[config.mk]
export PLATFORM = sky130hd
export DESIGN_NAME = frame_letterbox_center_crop_flat
export DESIGN_NICKNAME = d
export VERILOG_FILES = /design/src/design/flc_pkg.sv /design/src/design/flc_if.sv /design/src/design/flc_geometry.sv /design/src/design/flc_placer.sv /design/src/design/flc_result_stage.sv /design/src/design/frame_letterbox_center_crop.sv /design/src/flat_wrapper.sv
export VERILOG_INCLUDE_DIRS = /design/src /design/src/design
export SDC_FILE = /design/constraint.sdc
export NUM_CORES = 2
export LEC_CHECK = 0
export BUFFER_PORTS_ARGS = -buffer_cell sky130_fd_sc_hd__buf_2
export CAP_MARGIN = 40
export CORE_AREA = 2 2 332 334
export DETAILED_ROUTE_END_ITERATION = 10
export DIE_AREA = 0 0 334 336
export GPL_ROUTABILITY_DRIVEN = 0
export GPL_TIMING_DRIVEN = 1
export HOLD_SLACK_MARGIN = 0.08
export RECOVER_POWER = 25
export SYNTH_ARGS = -nofsm -noshare
export SYNTH_HDL_FRONTEND = slang
export SYNTH_HIERARCHICAL = 1
export SYNTH_SLANG_ARGS = --single-unit
[constraint.sdc]
create_clock -name clock -period 6.7 [get_ports clock]
set_clock_uncertainty 0.2 [all_clocks]
set_input_delay 1.34 -clock clock [delete_from_list [all_inputs] [get_ports clock]]
set_output_delay 1.34 -clock clock [all_outputs]
set_load 0.01 [all_outputs]
[src/design/frame_letterbox_center_crop_assert.svh]
// assertion macros shared by the letterbox / center crop rtl
`ifndef FRAME_LETTERBOX_CENTER_CROP_ASSERT_SVH
`define FRAME_LETTERBOX_CENTER_CROP_ASSERT_SVH

// same-cycle implication
`define FLC_ASSERT_IMPLY(name, clk, rst, cond, expr) \
   name: assert property (@(posedge clk) disable iff (rst) (cond) |-> (expr)) \
      else $error("flc assertion failed");

// next-cycle implication
`define FLC_ASSERT_NEXT(name, clk, rst, cond, expr) \
   name: assert property (@(posedge clk) disable iff (rst) (cond) |=> (expr)) \
      else $error("flc assertion failed");

`endif

[src/design/flc_pkg.sv]
// types and constants of the letterbox / center crop block
package flc_pkg;

   localparam int PIXEL_W     = 32;
   localparam int CFG_W       = 13;
   localparam int RL_W        = 25;
   localparam int CSR_INDEX_W = 8;

   typedef logic [PIXEL_W-1:0]     pixel_type;
   typedef logic [CFG_W-1:0]       cfg_type;
   typedef logic [RL_W-1:0]        run_len_type;
   typedef logic [CSR_INDEX_W-1:0] csr_index_type;

   localparam csr_index_type REG_SOURCE_WIDTH  = csr_index_type'(0);
   localparam csr_index_type REG_SOURCE_HEIGHT = csr_index_type'(1);
   localparam csr_index_type REG_TARGET_WIDTH  = csr_index_type'(2);
   localparam csr_index_type REG_TARGET_HEIGHT = csr_index_type'(3);

   localparam cfg_type RESET_WIDTH  = cfg_type'(640);
   localparam cfg_type RESET_HEIGHT = cfg_type'(480);

   localparam pixel_type BLACK = '0;

   // border fill lengths, precomputed from the configuration
   typedef struct packed {
      run_len_type left_len;
      run_len_type left_first_len;
      run_len_type right_len;
      run_len_type right_last_len;
      logic        left_nz;
      logic        left_first_nz;
      logic        right_nz;
      logic        right_last_nz;
   } runs_type;

   typedef struct packed {
      logic ready;
      logic restart;
   } geom_status_type;

   // results caused by one accepted item
   typedef struct packed {
      logic        pre_en;
      logic        pix_en;
      logic        post_en;
      logic        done;
      pixel_type   pix;
      run_len_type pre_len;
      run_len_type post_len;
   } item_type;

   typedef struct packed {
      logic        valid;
      pixel_type   out_value;
      logic        is_fill;
      run_len_type run_length;
      logic        frame_done;
      logic        last_of_run;
   } rsp_type;

endpackage

[src/design/flc_if.sv]
// channel interfaces: pixel input, result output, register write
interface flc_req_if;
   import flc_pkg::*;
   logic      valid;
   logic      ready;
   pixel_type pixel_value;
   modport source(output valid, output pixel_value, input ready);
   modport sink(input valid, input pixel_value, output ready);
endinterface

interface flc_rsp_if;
   import flc_pkg::*;
   logic        valid;
   logic        ready;
   pixel_type   out_value;
   logic        is_fill;
   run_len_type run_length;
   logic        frame_done;
   logic        last_of_run;
   modport source(output valid, output out_value, output is_fill, output run_length,
                  output frame_done, output last_of_run, input ready);
   modport sink(input valid, input out_value, input is_fill, input run_length,
                input frame_done, input last_of_run, output ready);
endinterface

interface flc_csr_if;
   import flc_pkg::*;
   logic          valid;
   logic          ready;
   csr_index_type index;
   cfg_type       data;
   modport source(output valid, output index, output data, input ready);
   modport sink(input valid, input index, input data, output ready);
endinterface

[src/design/flc_geometry.sv]
// configuration registers and two-stage derivation of the placement geometry
`include "frame_letterbox_center_crop_assert.svh"
module flc_geometry #(
   parameter int MAX_DIM = 4096,
   parameter int DW      = $clog2(MAX_DIM + 1)
) (
   input  logic                     clock,
   input  logic                     reset,
   input  logic                     csr_write,
   input  flc_pkg::csr_index_type   csr_index,
   input  flc_pkg::cfg_type         csr_data,
   output logic [DW-1:0]            c0,
   output logic [DW-1:0]            c_last,
   output logic [DW-1:0]            r0,
   output logic [DW-1:0]            r_last,
   output logic [DW-1:0]            sw,
   output logic [DW-1:0]            sh,
   output flc_pkg::runs_type        runs,
   output flc_pkg::geom_status_type status
);
   import flc_pkg::*;

   localparam int EW = (DW > CFG_W) ? DW : CFG_W;
   localparam int LW = 2 * DW + 1;
   localparam int PW = (LW > RL_W) ? LW : RL_W;
   localparam logic [1:0] SETTLE_CYCLES = 2'd2;

   function automatic logic [DW-1:0] clamp_dim(input cfg_type v);
      logic [EW-1:0] ve;
      begin
         ve = EW'(v);
         if (ve == '0) begin
            ve = EW'(1);
         end else if (ve > EW'(MAX_DIM)) begin
            ve = EW'(MAX_DIM);
         end
         return DW'(ve);
      end
   endfunction

   cfg_type source_width_ff, source_height_ff, target_width_ff, target_height_ff;
   logic [1:0] settle_ff, settle_in;
   logic restart;

   // stage a
   logic [DW-1:0] sw_in, sh_in, tw_in, c0_in, r0_in, c_last_in, r_last_in;
   logic [DW-1:0] hb_in, ha_in, vb_in, va_in;
   logic [DW-1:0] sw_ff, sh_ff, tw_ff, c0_ff, r0_ff, c_last_ff, r_last_ff;
   logic [DW-1:0] hb_ff, ha_ff, vb_ff, va_ff;
   // stage b
   logic [PW-1:0] left_first_wide, right_last_wide, left_wide, right_wide;
   runs_type runs_ff;

   always_comb begin
      restart = 1'b0;
      if (csr_write) begin
         unique case (csr_index) inside
            REG_SOURCE_WIDTH, REG_SOURCE_HEIGHT,
            REG_TARGET_WIDTH, REG_TARGET_HEIGHT: restart = 1'b1;
            default: restart = 1'b0;
         endcase
      end
   end

   always_ff @(posedge clock) begin
      if (reset) begin
         source_width_ff  <= RESET_WIDTH;
         source_height_ff <= RESET_HEIGHT;
         target_width_ff  <= RESET_WIDTH;
         target_height_ff <= RESET_HEIGHT;
      end else if (csr_write) begin
         unique case (csr_index)
            REG_SOURCE_WIDTH:  source_width_ff  <= csr_data;
            REG_SOURCE_HEIGHT: source_height_ff <= csr_data;
            REG_TARGET_WIDTH:  target_width_ff  <= csr_data;
            REG_TARGET_HEIGHT: target_height_ff <= csr_data;
            default: ;
         endcase
      end
   end

   always_comb begin
      if (restart) begin
         settle_in = SETTLE_CYCLES;
      end else if (settle_ff != '0) begin
         settle_in = settle_ff - 2'd1;
      end else begin
         settle_in = settle_ff;
      end
   end

   always_ff @(posedge clock) begin
      if (reset) begin
         settle_ff <= SETTLE_CYCLES;
      end else begin
         settle_ff <= settle_in;
      end
   end

   always_comb begin
      logic [DW-1:0] th, diff_h, diff_v, vw, vh;
      sw_in = clamp_dim(source_width_ff);
      sh_in = clamp_dim(source_height_ff);
      tw_in = clamp_dim(target_width_ff);
      th    = clamp_dim(target_height_ff);
      if (tw_in > sw_in) begin
         diff_h = tw_in - sw_in;
         ha_in  = diff_h >> 1;
         hb_in  = diff_h - ha_in;
         c0_in  = '0;
         vw     = sw_in;
      end else begin
         diff_h = sw_in - tw_in;
         ha_in  = '0;
         hb_in  = '0;
         c0_in  = diff_h >> 1;
         vw     = tw_in;
      end
      if (th > sh_in) begin
         diff_v = th - sh_in;
         va_in  = diff_v >> 1;
         vb_in  = diff_v - va_in;
         r0_in  = '0;
         vh     = sh_in;
      end else begin
         diff_v = sh_in - th;
         va_in  = '0;
         vb_in  = '0;
         r0_in  = diff_v >> 1;
         vh     = th;
      end
      c_last_in = c0_in + vw - DW'(1);
      r_last_in = r0_in + vh - DW'(1);
   end

   always_ff @(posedge clock) begin
      sw_ff     <= sw_in;
      sh_ff     <= sh_in;
      tw_ff     <= tw_in;
      c0_ff     <= c0_in;
      r0_ff     <= r0_in;
      c_last_ff <= c_last_in;
      r_last_ff <= r_last_in;
      hb_ff     <= hb_in;
      ha_ff     <= ha_in;
      vb_ff     <= vb_in;
      va_ff     <= va_in;
   end

   // top and bottom border rows fold into the side runs
   assign left_wide       = PW'(hb_ff);
   assign right_wide      = PW'(ha_ff);
   assign left_first_wide = PW'(hb_ff) + PW'(vb_ff) * PW'(tw_ff);
   assign right_last_wide = PW'(ha_ff) + PW'(va_ff) * PW'(tw_ff);

   always_ff @(posedge clock) begin
      runs_ff.left_len       <= left_wide[RL_W-1:0];
      runs_ff.right_len      <= right_wide[RL_W-1:0];
      runs_ff.left_first_len <= left_first_wide[RL_W-1:0];
      runs_ff.right_last_len <= right_last_wide[RL_W-1:0];
      runs_ff.left_nz        <= (left_wide != '0);
      runs_ff.right_nz       <= (right_wide != '0);
      runs_ff.left_first_nz  <= (left_first_wide != '0);
      runs_ff.right_last_nz  <= (right_last_wide != '0);
   end

   assign c0             = c0_ff;
   assign c_last         = c_last_ff;
   assign r0             = r0_ff;
   assign r_last         = r_last_ff;
   assign sw             = sw_ff;
   assign sh             = sh_ff;
   assign runs           = runs_ff;
   assign status.ready   = (settle_ff == '0);
   assign status.restart = restart;

   `FLC_ASSERT_NEXT(a_restart_blocks, clock, reset, restart, !status.ready)

endmodule

[src/design/flc_placer.sv]
// source position counters and window decode of one item
`include "frame_letterbox_center_crop_assert.svh"
module flc_placer #(
   parameter int MAX_DIM = 4096,
   parameter int DW      = $clog2(MAX_DIM + 1)
) (
   input  logic                     clock,
   input  logic                     reset,
   input  logic                     accept,
   input  flc_pkg::pixel_type       pixel_value,
   input  logic [DW-1:0]            c0,
   input  logic [DW-1:0]            c_last,
   input  logic [DW-1:0]            r0,
   input  logic [DW-1:0]            r_last,
   input  logic [DW-1:0]            sw,
   input  logic [DW-1:0]            sh,
   input  flc_pkg::runs_type        runs,
   input  flc_pkg::geom_status_type status,
   output flc_pkg::item_type        item
);
   import flc_pkg::*;

   localparam int CNT_W = $clog2(MAX_DIM);

   logic [CNT_W-1:0] col_ff, col_in, row_ff, row_in;
   logic [DW-1:0]    col, row, col_next, row_next;
   logic in_win, first_col, last_col, first_row, last_row;

   assign col      = DW'(col_ff);
   assign row      = DW'(row_ff);
   assign col_next = col + DW'(1);
   assign row_next = row + DW'(1);

   assign in_win    = (col >= c0) && (col <= c_last) && (row >= r0) && (row <= r_last);
   assign first_col = (col == c0);
   assign last_col  = (col == c_last);
   assign first_row = (row == r0);
   assign last_row  = (row == r_last);

   always_comb begin
      item.pix_en   = in_win;
      item.pix      = pixel_value;
      item.pre_len  = first_row ? runs.left_first_len : runs.left_len;
      item.post_len = last_row ? runs.right_last_len : runs.right_len;
      item.pre_en   = in_win && first_col &&
                      (first_row ? runs.left_first_nz : runs.left_nz);
      item.post_en  = in_win && last_col &&
                      (last_row ? runs.right_last_nz : runs.right_nz);
      item.done     = in_win && last_col && last_row;
   end

   always_comb begin
      col_in = col_ff;
      row_in = row_ff;
      if (status.restart) begin
         col_in = '0;
         row_in = '0;
      end else if (accept) begin
         if (col_next >= sw) begin
            col_in = '0;
            row_in = (row_next >= sh) ? '0 : CNT_W'(row_next);
         end else begin
            col_in = CNT_W'(col_next);
            row_in = (row >= sh) ? '0 : row_ff;
         end
      end
   end

   always_ff @(posedge clock) begin
      if (reset) begin
         col_ff <= '0;
         row_ff <= '0;
      end else begin
         col_ff <= col_in;
         row_ff <= row_in;
      end
   end

   `FLC_ASSERT_NEXT(a_restart_clears, clock, reset, status.restart,
                    (col_ff == '0) && (row_ff == '0))
   `FLC_ASSERT_IMPLY(a_col_in_frame, clock, reset, accept, col < sw)

endmodule

[src/design/flc_result_stage.sv]
// result register bank of up to three results, emitted one per cycle while rsp_ready is high
`include "frame_letterbox_center_crop_assert.svh"
module flc_result_stage (
   input  logic               clock,
   input  logic               reset,
   input  logic               load,
   input  flc_pkg::item_type  item,
   input  logic               rsp_ready,
   output logic               can_load,
   output flc_pkg::rsp_type   rsp
);
   import flc_pkg::*;

   // bit 0 leading fill, bit 1 pixel, bit 2 trailing fill
   logic [2:0]  pend_ff, pend_in, pend_low, pend_rest;
   pixel_type   pix_ff;
   run_len_type pre_len_ff, post_len_ff;
   logic        done_ff;
   logic        pop;

   assign pend_low  = pend_ff & ~(pend_ff - 3'd1);
   assign pend_rest = pend_ff & ~pend_low;
   assign pop       = rsp.valid && rsp_ready;
   assign can_load  = (pend_ff == '0) || (rsp_ready && (pend_rest == '0));

   always_comb begin
      rsp.valid       = (pend_ff != '0);
      rsp.out_value   = pend_low[1] ? pix_ff : BLACK;
      rsp.is_fill     = !pend_low[1];
      rsp.last_of_run = (pend_rest == '0);
      rsp.frame_done  = (pend_rest == '0) && done_ff;
      if (pend_low[0]) begin
         rsp.run_length = pre_len_ff;
      end else if (pend_low[1]) begin
         rsp.run_length = run_len_type'(1);
      end else begin
         rsp.run_length = post_len_ff;
      end
   end

   always_comb begin
      if (load) begin
         pend_in = {item.post_en, item.pix_en, item.pre_en};
      end else if (pop) begin
         pend_in = pend_rest;
      end else begin
         pend_in = pend_ff;
      end
   end

   always_ff @(posedge clock) begin
      if (reset) begin
         pend_ff <= '0;
      end else begin
         pend_ff <= pend_in;
      end
   end

   always_ff @(posedge clock) begin
      if (load) begin
         pix_ff      <= item.pix;
         pre_len_ff  <= item.pre_len;
         post_len_ff <= item.post_len;
         done_ff     <= item.done;
      end
   end

   `FLC_ASSERT_IMPLY(a_fill_has_pixel, clock, reset, pend_ff[0], pend_ff[1])
   `FLC_ASSERT_IMPLY(a_done_is_last, clock, reset, rsp.valid && rsp.frame_done,
                     rsp.last_of_run)

endmodule

[src/design/frame_letterbox_center_crop.sv]
// top level of the letterbox / center crop pixel placer
// usage:
//   req_if carries one source pixel per item in raster order. each kept pixel
//   gives one to three results on rsp_if: an optional leading black fill run,
//   the pixel itself, an optional trailing black fill run. dropped (cropped)
//   pixels give no result. run_length counts destination pixels; frame_done
//   marks the final result of the destination frame.
//   csr_if writes source_width (0), source_height (1), target_width (2) and
//   target_height (3); a write to one of those restarts the frame at pixel 0.
//   csr_ready is always high; other indexes are taken and ignored.
// timing:
//   a result appears the cycle after its item is accepted. throughput is one
//   item per cycle while each item gives at most one result and rsp_ready is
//   high; an item with several results holds req_ready low until its last
//   result is leaving, as the result bank drains one result per ready cycle.
//   after reset or a register write, req_ready stays low while the two-stage
//   geometry pipeline (offsets, then border run products) settles.
// stall:
//   while rsp_ready is low the pending results hold; a new item is taken in
//   the same cycle that the last pending result leaves.
module frame_letterbox_center_crop #(
   parameter int MAX_DIM = 4096
) (
   input logic       clock,
   input logic       reset,
   flc_req_if.sink   req_if,
   flc_rsp_if.source rsp_if,
   flc_csr_if.sink   csr_if
);
   import flc_pkg::*;

   localparam int DW = $clog2(MAX_DIM + 1);

   // geometry outputs
   logic [DW-1:0]   c0, c_last, r0, r_last, sw, sh;
   runs_type        runs;
   geom_status_type status;

   // handshake glue
   logic     accept;
   logic     can_load;
   logic     csr_write;
   item_type item;
   rsp_type  rsp;

   // register port never stalls
   assign csr_if.ready = 1'b1;
   assign csr_write    = csr_if.valid;

   // take an item only with settled geometry and room in the result bank
   assign req_if.ready = status.ready && can_load;
   assign accept       = req_if.valid && req_if.ready;

   flc_geometry #(
      .MAX_DIM (MAX_DIM),
      .DW      (DW)
   ) u_geometry (
      .clock     (clock),
      .reset     (reset),
      .csr_write (csr_write),
      .csr_index (csr_if.index),
      .csr_data  (csr_if.data),
      .c0        (c0),
      .c_last    (c_last),
      .r0        (r0),
      .r_last    (r_last),
      .sw        (sw),
      .sh        (sh),
      .runs      (runs),
      .status    (status)
   );

   // position counters and decode of the current item
   flc_placer #(
      .MAX_DIM (MAX_DIM),
      .DW      (DW)
   ) u_placer (
      .clock       (clock),
      .reset       (reset),
      .accept      (accept),
      .pixel_value (req_if.pixel_value),
      .c0          (c0),
      .c_last      (c_last),
      .r0          (r0),
      .r_last      (r_last),
      .sw          (sw),
      .sh          (sh),
      .runs        (runs),
      .status      (status),
      .item        (item)
   );

   // result bank, drains one result per cycle while rsp_ready is high
   flc_result_stage u_result_stage (
      .clock     (clock),
      .reset     (reset),
      .load      (accept),
      .item      (item),
      .rsp_ready (rsp_if.ready),
      .can_load  (can_load),
      .rsp       (rsp)
   );

   assign rsp_if.valid       = rsp.valid;
   assign rsp_if.out_value   = rsp.out_value;
   assign rsp_if.is_fill     = rsp.is_fill;
   assign rsp_if.run_length  = rsp.run_length;
   assign rsp_if.frame_done  = rsp.frame_done;
   assign rsp_if.last_of_run = rsp.last_of_run;

endmodule

[src/flat_wrapper.sv]
// flat-port wrapper written by rule: the top's interface ports become plain ports
module frame_letterbox_center_crop_flat import flc_pkg::*;
#(
   parameter int MAX_DIM = 4096
)
  (clock, reset, req_if_valid, req_if_pixel_value, req_if_ready, rsp_if_valid, rsp_if_out_value, rsp_if_is_fill, rsp_if_run_length, rsp_if_frame_done, rsp_if_last_of_run, rsp_if_ready, csr_if_valid, csr_if_index, csr_if_data, csr_if_ready);
  flc_req_if req_if_i ();
  flc_rsp_if rsp_if_i ();
  flc_csr_if csr_if_i ();
  input logic clock;
  input logic reset;
  input wire logic [$bits(req_if_i.valid)-1:0] req_if_valid;
  input wire logic [$bits(req_if_i.pixel_value)-1:0] req_if_pixel_value;
  output wire logic [$bits(req_if_i.ready)-1:0] req_if_ready;
  output wire logic [$bits(rsp_if_i.valid)-1:0] rsp_if_valid;
  output wire logic [$bits(rsp_if_i.out_value)-1:0] rsp_if_out_value;
  output wire logic [$bits(rsp_if_i.is_fill)-1:0] rsp_if_is_fill;
  output wire logic [$bits(rsp_if_i.run_length)-1:0] rsp_if_run_length;
  output wire logic [$bits(rsp_if_i.frame_done)-1:0] rsp_if_frame_done;
  output wire logic [$bits(rsp_if_i.last_of_run)-1:0] rsp_if_last_of_run;
  input wire logic [$bits(rsp_if_i.ready)-1:0] rsp_if_ready;
  input wire logic [$bits(csr_if_i.valid)-1:0] csr_if_valid;
  input wire logic [$bits(csr_if_i.index)-1:0] csr_if_index;
  input wire logic [$bits(csr_if_i.data)-1:0] csr_if_data;
  output wire logic [$bits(csr_if_i.ready)-1:0] csr_if_ready;
  assign req_if_i.valid = req_if_valid;
  assign req_if_i.pixel_value = req_if_pixel_value;
  assign req_if_ready = req_if_i.ready;
  assign rsp_if_valid = rsp_if_i.valid;
  assign rsp_if_out_value = rsp_if_i.out_value;
  assign rsp_if_is_fill = rsp_if_i.is_fill;
  assign rsp_if_run_length = rsp_if_i.run_length;
  assign rsp_if_frame_done = rsp_if_i.frame_done;
  assign rsp_if_last_of_run = rsp_if_i.last_of_run;
  assign rsp_if_i.ready = rsp_if_ready;
  assign csr_if_i.valid = csr_if_valid;
  assign csr_if_i.index = csr_if_index;
  assign csr_if_i.data = csr_if_data;
  assign csr_if_ready = csr_if_i.ready;
  frame_letterbox_center_crop #(.MAX_DIM(MAX_DIM)) u_core (.clock(clock), .reset(reset), .req_if(req_if_i), .rsp_if(rsp_if_i), .csr_if(csr_if_i));
endmodule
==> impl_metrics.xml <==
<?xml version="1.0" encoding="UTF-8"?>
<metrics>
  <group name="timing">
    <metric name="max_clock_freq" unit="MHz">154</metric>
    <metric name="setup_ws" unit="ns">0.227</metric>
    <metric name="slew_headroom" unit="%">-18.8</metric>
    <metric name="period_share" unit="%">96.6</metric>
    <metric name="final_hold_viol_count" unit="">0</metric>
    <metric name="setup_viol" unit="">0</metric>
    <metric name="tns_setup" unit="ns">0</metric>
    <metric name="max_slew.worst_pin.slew" unit="ns">1.78</metric>
    <metric name="timing.final.crit_period" unit="ns">6.47</metric>
    <metric name="report.final.slew_viol_count" unit="">55</metric>
    <metric name="grt_setup_unrepaired" unit="">yes</metric>
  </group>
  <group name="drt">
    <metric name="drtPass1Iterations" unit="">7</metric>
    <metric name="num_vias" unit="">23500</metric>
    <metric name="wl_per_cell" unit="microns">16.1</metric>
    <metric name="initialDrtViolationCount" unit="">1453</metric>
    <metric name="drc" unit="">0</metric>
    <metric name="drtAntennaViolNets" unit="">0</metric>
    <metric name="routed_via_density" unit="">4.63</metric>
    <metric name="route.final.wire_length" unit="microns">81600</metric>
  </group>
  <group name="global_route">
    <metric name="grt_max_degree" unit="">60</metric>
    <metric name="initial_antenna_violation_count" unit="">2</metric>
    <metric name="groute.usage.overall" unit="%">14.5</metric>
    <metric name="grt_pass1_wl" unit="microns">130000</metric>
    <metric name="number_of_global_route_vias_before_repair" unit="">23100</metric>
    <metric name="residual_overflow_from_global_routing" unit="">0</metric>
  </group>
  <group name="run_status">
    <metric name="violations" unit="">capacitance limit, slew limit</metric>
    <metric name="status" unit="">complete, but fails checks</metric>
  </group>
  <group name="die">
    <metric name="chipWidth" unit="microns">334</metric>
    <metric name="num_rows" unit="">121</metric>
    <metric name="fp.dieArea" unit="sq mm">0.112</metric>
    <metric name="die_h" unit="microns">336</metric>
    <metric name="design.portCount" unit="">121</metric>
    <metric name="design.core.area" unit="sq mm">0.108</metric>
    <metric name="initial_utilization" unit="%">29.8</metric>
  </group>
  <group name="logic_synthesis">
    <metric name="postSynth.topFlopCell" unit="">sky130_fd_sc_hd__dfxtp_1</metric>
    <metric name="yosysWarnings" unit="">6</metric>
    <metric name="count_of_state_elements_after_synthesis" unit="">382</metric>
    <metric name="synth_enable_flop_cells" unit="">83</metric>
    <metric name="cell_type_with_the_highest_aggregate_area_in_the_netlist" unit="">sky130_fd_sc_hd__dfxtp_1</metric>
    <metric name="seq_area_frac_synth" unit="%">26.3</metric>
    <metric name="proportion_of_register_bits_with_asynchronous_set_or_reset_after_synthesis" unit="%">0</metric>
    <metric name="post_synth_main_area_contributors" unit="">sky130_fd_sc_hd__dfxtp_1 19%, sky130_fd_sc_hd__fa_1 16%, sky130_fd_sc_hd__ha_1 16%</metric>
    <metric name="post_synth_inst_count" unit="">3537</metric>
    <metric name="post-synth-top-area-fraction" unit="%">18.5</metric>
    <metric name="synthesis.area_per_instance" unit="sq um">9.13</metric>
    <metric name="synthesis.area" unit="sq mm">0.0323</metric>
    <metric name="synth.lib_cells_used.distinct" unit="">92</metric>
  </group>
  <group name="clock_network">
    <metric name="post_cts_hold_buffer_count" unit="">0</metric>
    <metric name="cts_inserted_buffers" unit="">44</metric>
    <metric name="clock_latency" unit="ns">0.59</metric>
    <metric name="clk_path_buf_depth" unit="">3</metric>
    <metric name="ctsHtreeMaxLevel" unit="">2</metric>
    <metric name="cts_num_sinks" unit="">382</metric>
    <metric name="clkTransAtPathRegs" unit="ns">0.06</metric>
    <metric name="cts_root_buf" unit="">sky130_fd_sc_hd__clkbuf_16</metric>
    <metric name="cts_tree" unit="">done</metric>
  </group>
  <group name="place">
    <metric name="placement.cell_area" unit="sq mm">0.0344</metric>
    <metric name="place_ws" unit="ns">-0.00528</metric>
    <metric name="numPortBuffers" unit="">119</metric>
    <metric name="place_hpwl" unit="microns">66400</metric>
    <metric name="placed_cells" unit="">4984</metric>
  </group>
  <group name="finish">
    <metric name="n_antenna_cell" unit="">0</metric>
    <metric name="area_of_the_multi_input_gates" unit="sq mm">0.0210</metric>
    <metric name="layout.cells.most_common" unit="">sky130_fd_sc_hd__inv_1</metric>
    <metric name="layout_cells_sized_above_1" unit="%">10.2</metric>
    <metric name="mostFrequentLayoutCells" unit="">535 x sky130_fd_sc_hd__inv_1, 399 x sky130_fd_sc_hd__ha_1, 366 x sky130_fd_sc_hd__nand2_1</metric>
    <metric name="fillCellCount" unit="">11200</metric>
    <metric name="fin_area" unit="sq mm">0.0360</metric>
    <metric name="layoutNonFillerInstCount" unit="">5070</metric>
    <metric name="final_nets" unit="">4339</metric>
    <metric name="sequential_cell_area" unit="sq mm">0.00848</metric>
    <metric name="post_synthesis_to_final_layout_area_growth" unit="%">11.5</metric>
  </group>
  <group name="worst_setup_path">
    <metric name="critical_path.startpoint_type" unit="">register</metric>
    <metric name="timing.critical_path.arrival" unit="ns">6.74</metric>
    <metric name="timing.rr.start" unit="">u_core/u_geometry/tw_ff[1]</metric>
    <metric name="reg2regPathDepth" unit="">22</metric>
    <metric name="critical_path_required" unit="ns">6.96</metric>
    <metric name="r2r_setup_slack" unit="ns">0.23</metric>
    <metric name="cp-end-kind" unit="">register</metric>
    <metric name="critical_path_fanout_max" unit="">16</metric>
    <metric name="critical_path_class" unit="">reg2reg</metric>
    <metric name="worstReg2RegEnd" unit="">u_core/u_geometry/runs[0]</metric>
  </group>
  <group name="hold_path">
    <metric name="end_of_the_worst_hold_path" unit="">u_core/u_geometry/runs[29]</metric>
    <metric name="worst_hold_startpoint" unit="">u_core/u_geometry/ha_ff[0]</metric>
    <metric name="hold_class" unit="">reg2reg</metric>
    <metric name="min_delay_path_depth" unit="">0</metric>
  </group>
  <group name="run">
    <metric name="maxCapViolations" unit="">2</metric>
  </group>
  <group name="pwr">
    <metric name="total_power" unit="W">0.00552</metric>
    <metric name="cellPowerDensity" unit="mW/mm^2">153</metric>
    <metric name="worst_vdd_ir" unit="V">0.000181</metric>
    <metric name="power.static_leakage" unit="nW">17.7</metric>
  </group>
</metrics>
==> repair_timing <==
item / CTS / global route
gates resized for setup: 0 / 22
setup endpoints to repair: 0 / 6
setup buffers: 0 / 5
==> stage by stage <==
stage          utilization [%]  hold WS (ns)
3_5_place_dp              31.7         0.176
3_3_place_gp              31.7         0.177
4_1_cts                   33.1         0.194
5_1_grt                   33.2         0.196
2_1_floorplan                -         0.131
6_report                  33.2         0.196
==> cell usage after synthesis, types with 47 or more instances <==
library cell / number
sky130_fd_sc_hd__clkbuf_1: 103
sky130_fd_sc_hd__mux2_2: 53
sky130_fd_sc_hd__dfxtp_1: 299
sky130_fd_sc_hd__nor2_1: 179
sky130_fd_sc_hd__xnor2_1: 72
sky130_fd_sc_hd__nand3_1: 48
sky130_fd_sc_hd__nand2_1: 367
sky130_fd_sc_hd__nand2b_1: 47
sky130_fd_sc_hd__buf_4: 64
sky130_fd_sc_hd__and2_1: 217
sky130_fd_sc_hd__edfxtp_1: 83
sky130_fd_sc_hd__ha_1: 402
sky130_fd_sc_hd__a21oi_1: 154
sky130_fd_sc_hd__inv_1: 535
sky130_fd_sc_hd__o21ai_0: 78
sky130_fd_sc_hd__fa_1: 258
==> routing by layer <==
| layer | global-route usage [%] | share of wire (%) | routed length [microns] |
|---|---|---|---|
| met1 | 20.3 | 48 | 39300 |
| met3 | 2.25 | 4.9 | 3970 |
| met2 | 23.5 | 45 | 36700 |
| met5 | 0 | 0 | 0 |
| met4 | 3.22 | 1.9 | 1590 |
==> cells by family (layout without fill, tap and decap cells) <==
group	Yosys count	in the layout	share of synthesized area (%)
buffers and inverters	725	818	9.30
other	2	28	0.0233
adders and majority gates	661	661	31.6
and+or+nand+nor	1100	1100	17.3
AOI/OAI and AO/OA	468	468	9.53
xor gates and xnor gates	116	116	3.19
DFF	382	382	26.3
muxes	83	83	2.78
==> power breakdown <==
part           switching (W)  internal [W]
combinational       0.000326      0.000221
sequential         0.0000416       0.00247
clock                0.00103       0.00143
==> worst max-delay path, stage by stage (launching register included) <==
cell and delay [ns]:
sky130_fd_sc_hd__dfxtp_2 0.36, sky130_fd_sc_hd__buf_4 0.20, sky130_fd_sc_hd__and2_1 0.16, sky130_fd_sc_hd__fa_1 0.48, sky130_fd_sc_hd__inv_1 0.06, sky130_fd_sc_hd__fa_1 0.52
sky130_fd_sc_hd__inv_1 0.05, sky130_fd_sc_hd__fa_1 0.53, sky130_fd_sc_hd__fa_1 0.45, sky130_fd_sc_hd__fa_1 0.56, sky130_fd_sc_hd__inv_1 0.06, sky130_fd_sc_hd__fa_1 0.49
sky130_fd_sc_hd__inv_1 0.04, sky130_fd_sc_hd__ha_1 0.37, sky130_fd_sc_hd__a211oi_1 0.22, sky130_fd_sc_hd__nor2_1 0.09, sky130_fd_sc_hd__a311oi_2 0.31, sky130_fd_sc_hd__a31oi_2 0.18
sky130_fd_sc_hd__a21bo_2 0.24, sky130_fd_sc_hd__a21o_1 0.18, sky130_fd_sc_hd__xor2_1 0.17, sky130_fd_sc_hd__nor4b_2 0.30, sky130_fd_sc_hd__nand4_1 0.12
==> layout make-up <==
cell class              instances  share of cell area (%)
clock inverters                22                   0.758
flip-flops and latches        382                    23.6
clock buffers                  59                    3.33
multi-input cells            2456                    58.4
well taps                    1414                    4.92
repair buffers                201                    3.49
inverters                     536                    5.59
==> registers in the layout, indices dropped and copies added (netlist names), 13 cells and up <==
register                            cells
u_core/u_geometry/sw                   13
u_core/u_geometry/runs                 79
u_core/u_result_stage/pix_ff           32
u_core/u_result_stage/pre_len_ff       25
u_core/u_geometry/source_width_ff      13
u_core/u_geometry/vb_ff                13
u_core/u_geometry/r_last               13
u_core/u_geometry/source_height_ff     13
u_core/u_geometry/tw_ff                13
u_core/u_geometry/hb_ff                13
u_core/u_result_stage/post_len_ff      25
u_core/u_geometry/target_width_ff      13
u_core/u_geometry/sh                   13
u_core/u_geometry/c_last               13
u_core/u_geometry/target_height_ff     13
==> worst max-delay path by stage <==
stage	start	endpoint	slack [ns]	depth (start not counted)
after floorplan	u_core/u_geometry/tw_ff[1]	u_core/u_geometry/runs[2]	0.29	24
after global placement	u_core/u_geometry/tw_ff[1]	u_core/u_geometry/runs[0]	0.12	22
after detailed placement	u_core/u_geometry/tw_ff[1]	u_core/u_geometry/runs[0]	-0.005	22
after CTS	u_core/u_geometry/tw_ff[1]	u_core/u_geometry/runs[0]	0.003	22
after global routing	u_core/u_geometry/source_width_ff[12]	u_core/u_geometry/c_last[11]	-0.08	27
final	u_core/u_geometry/tw_ff[1]	u_core/u_geometry/runs[0]	0.23	22
Power figures use the tool's default switching activity.
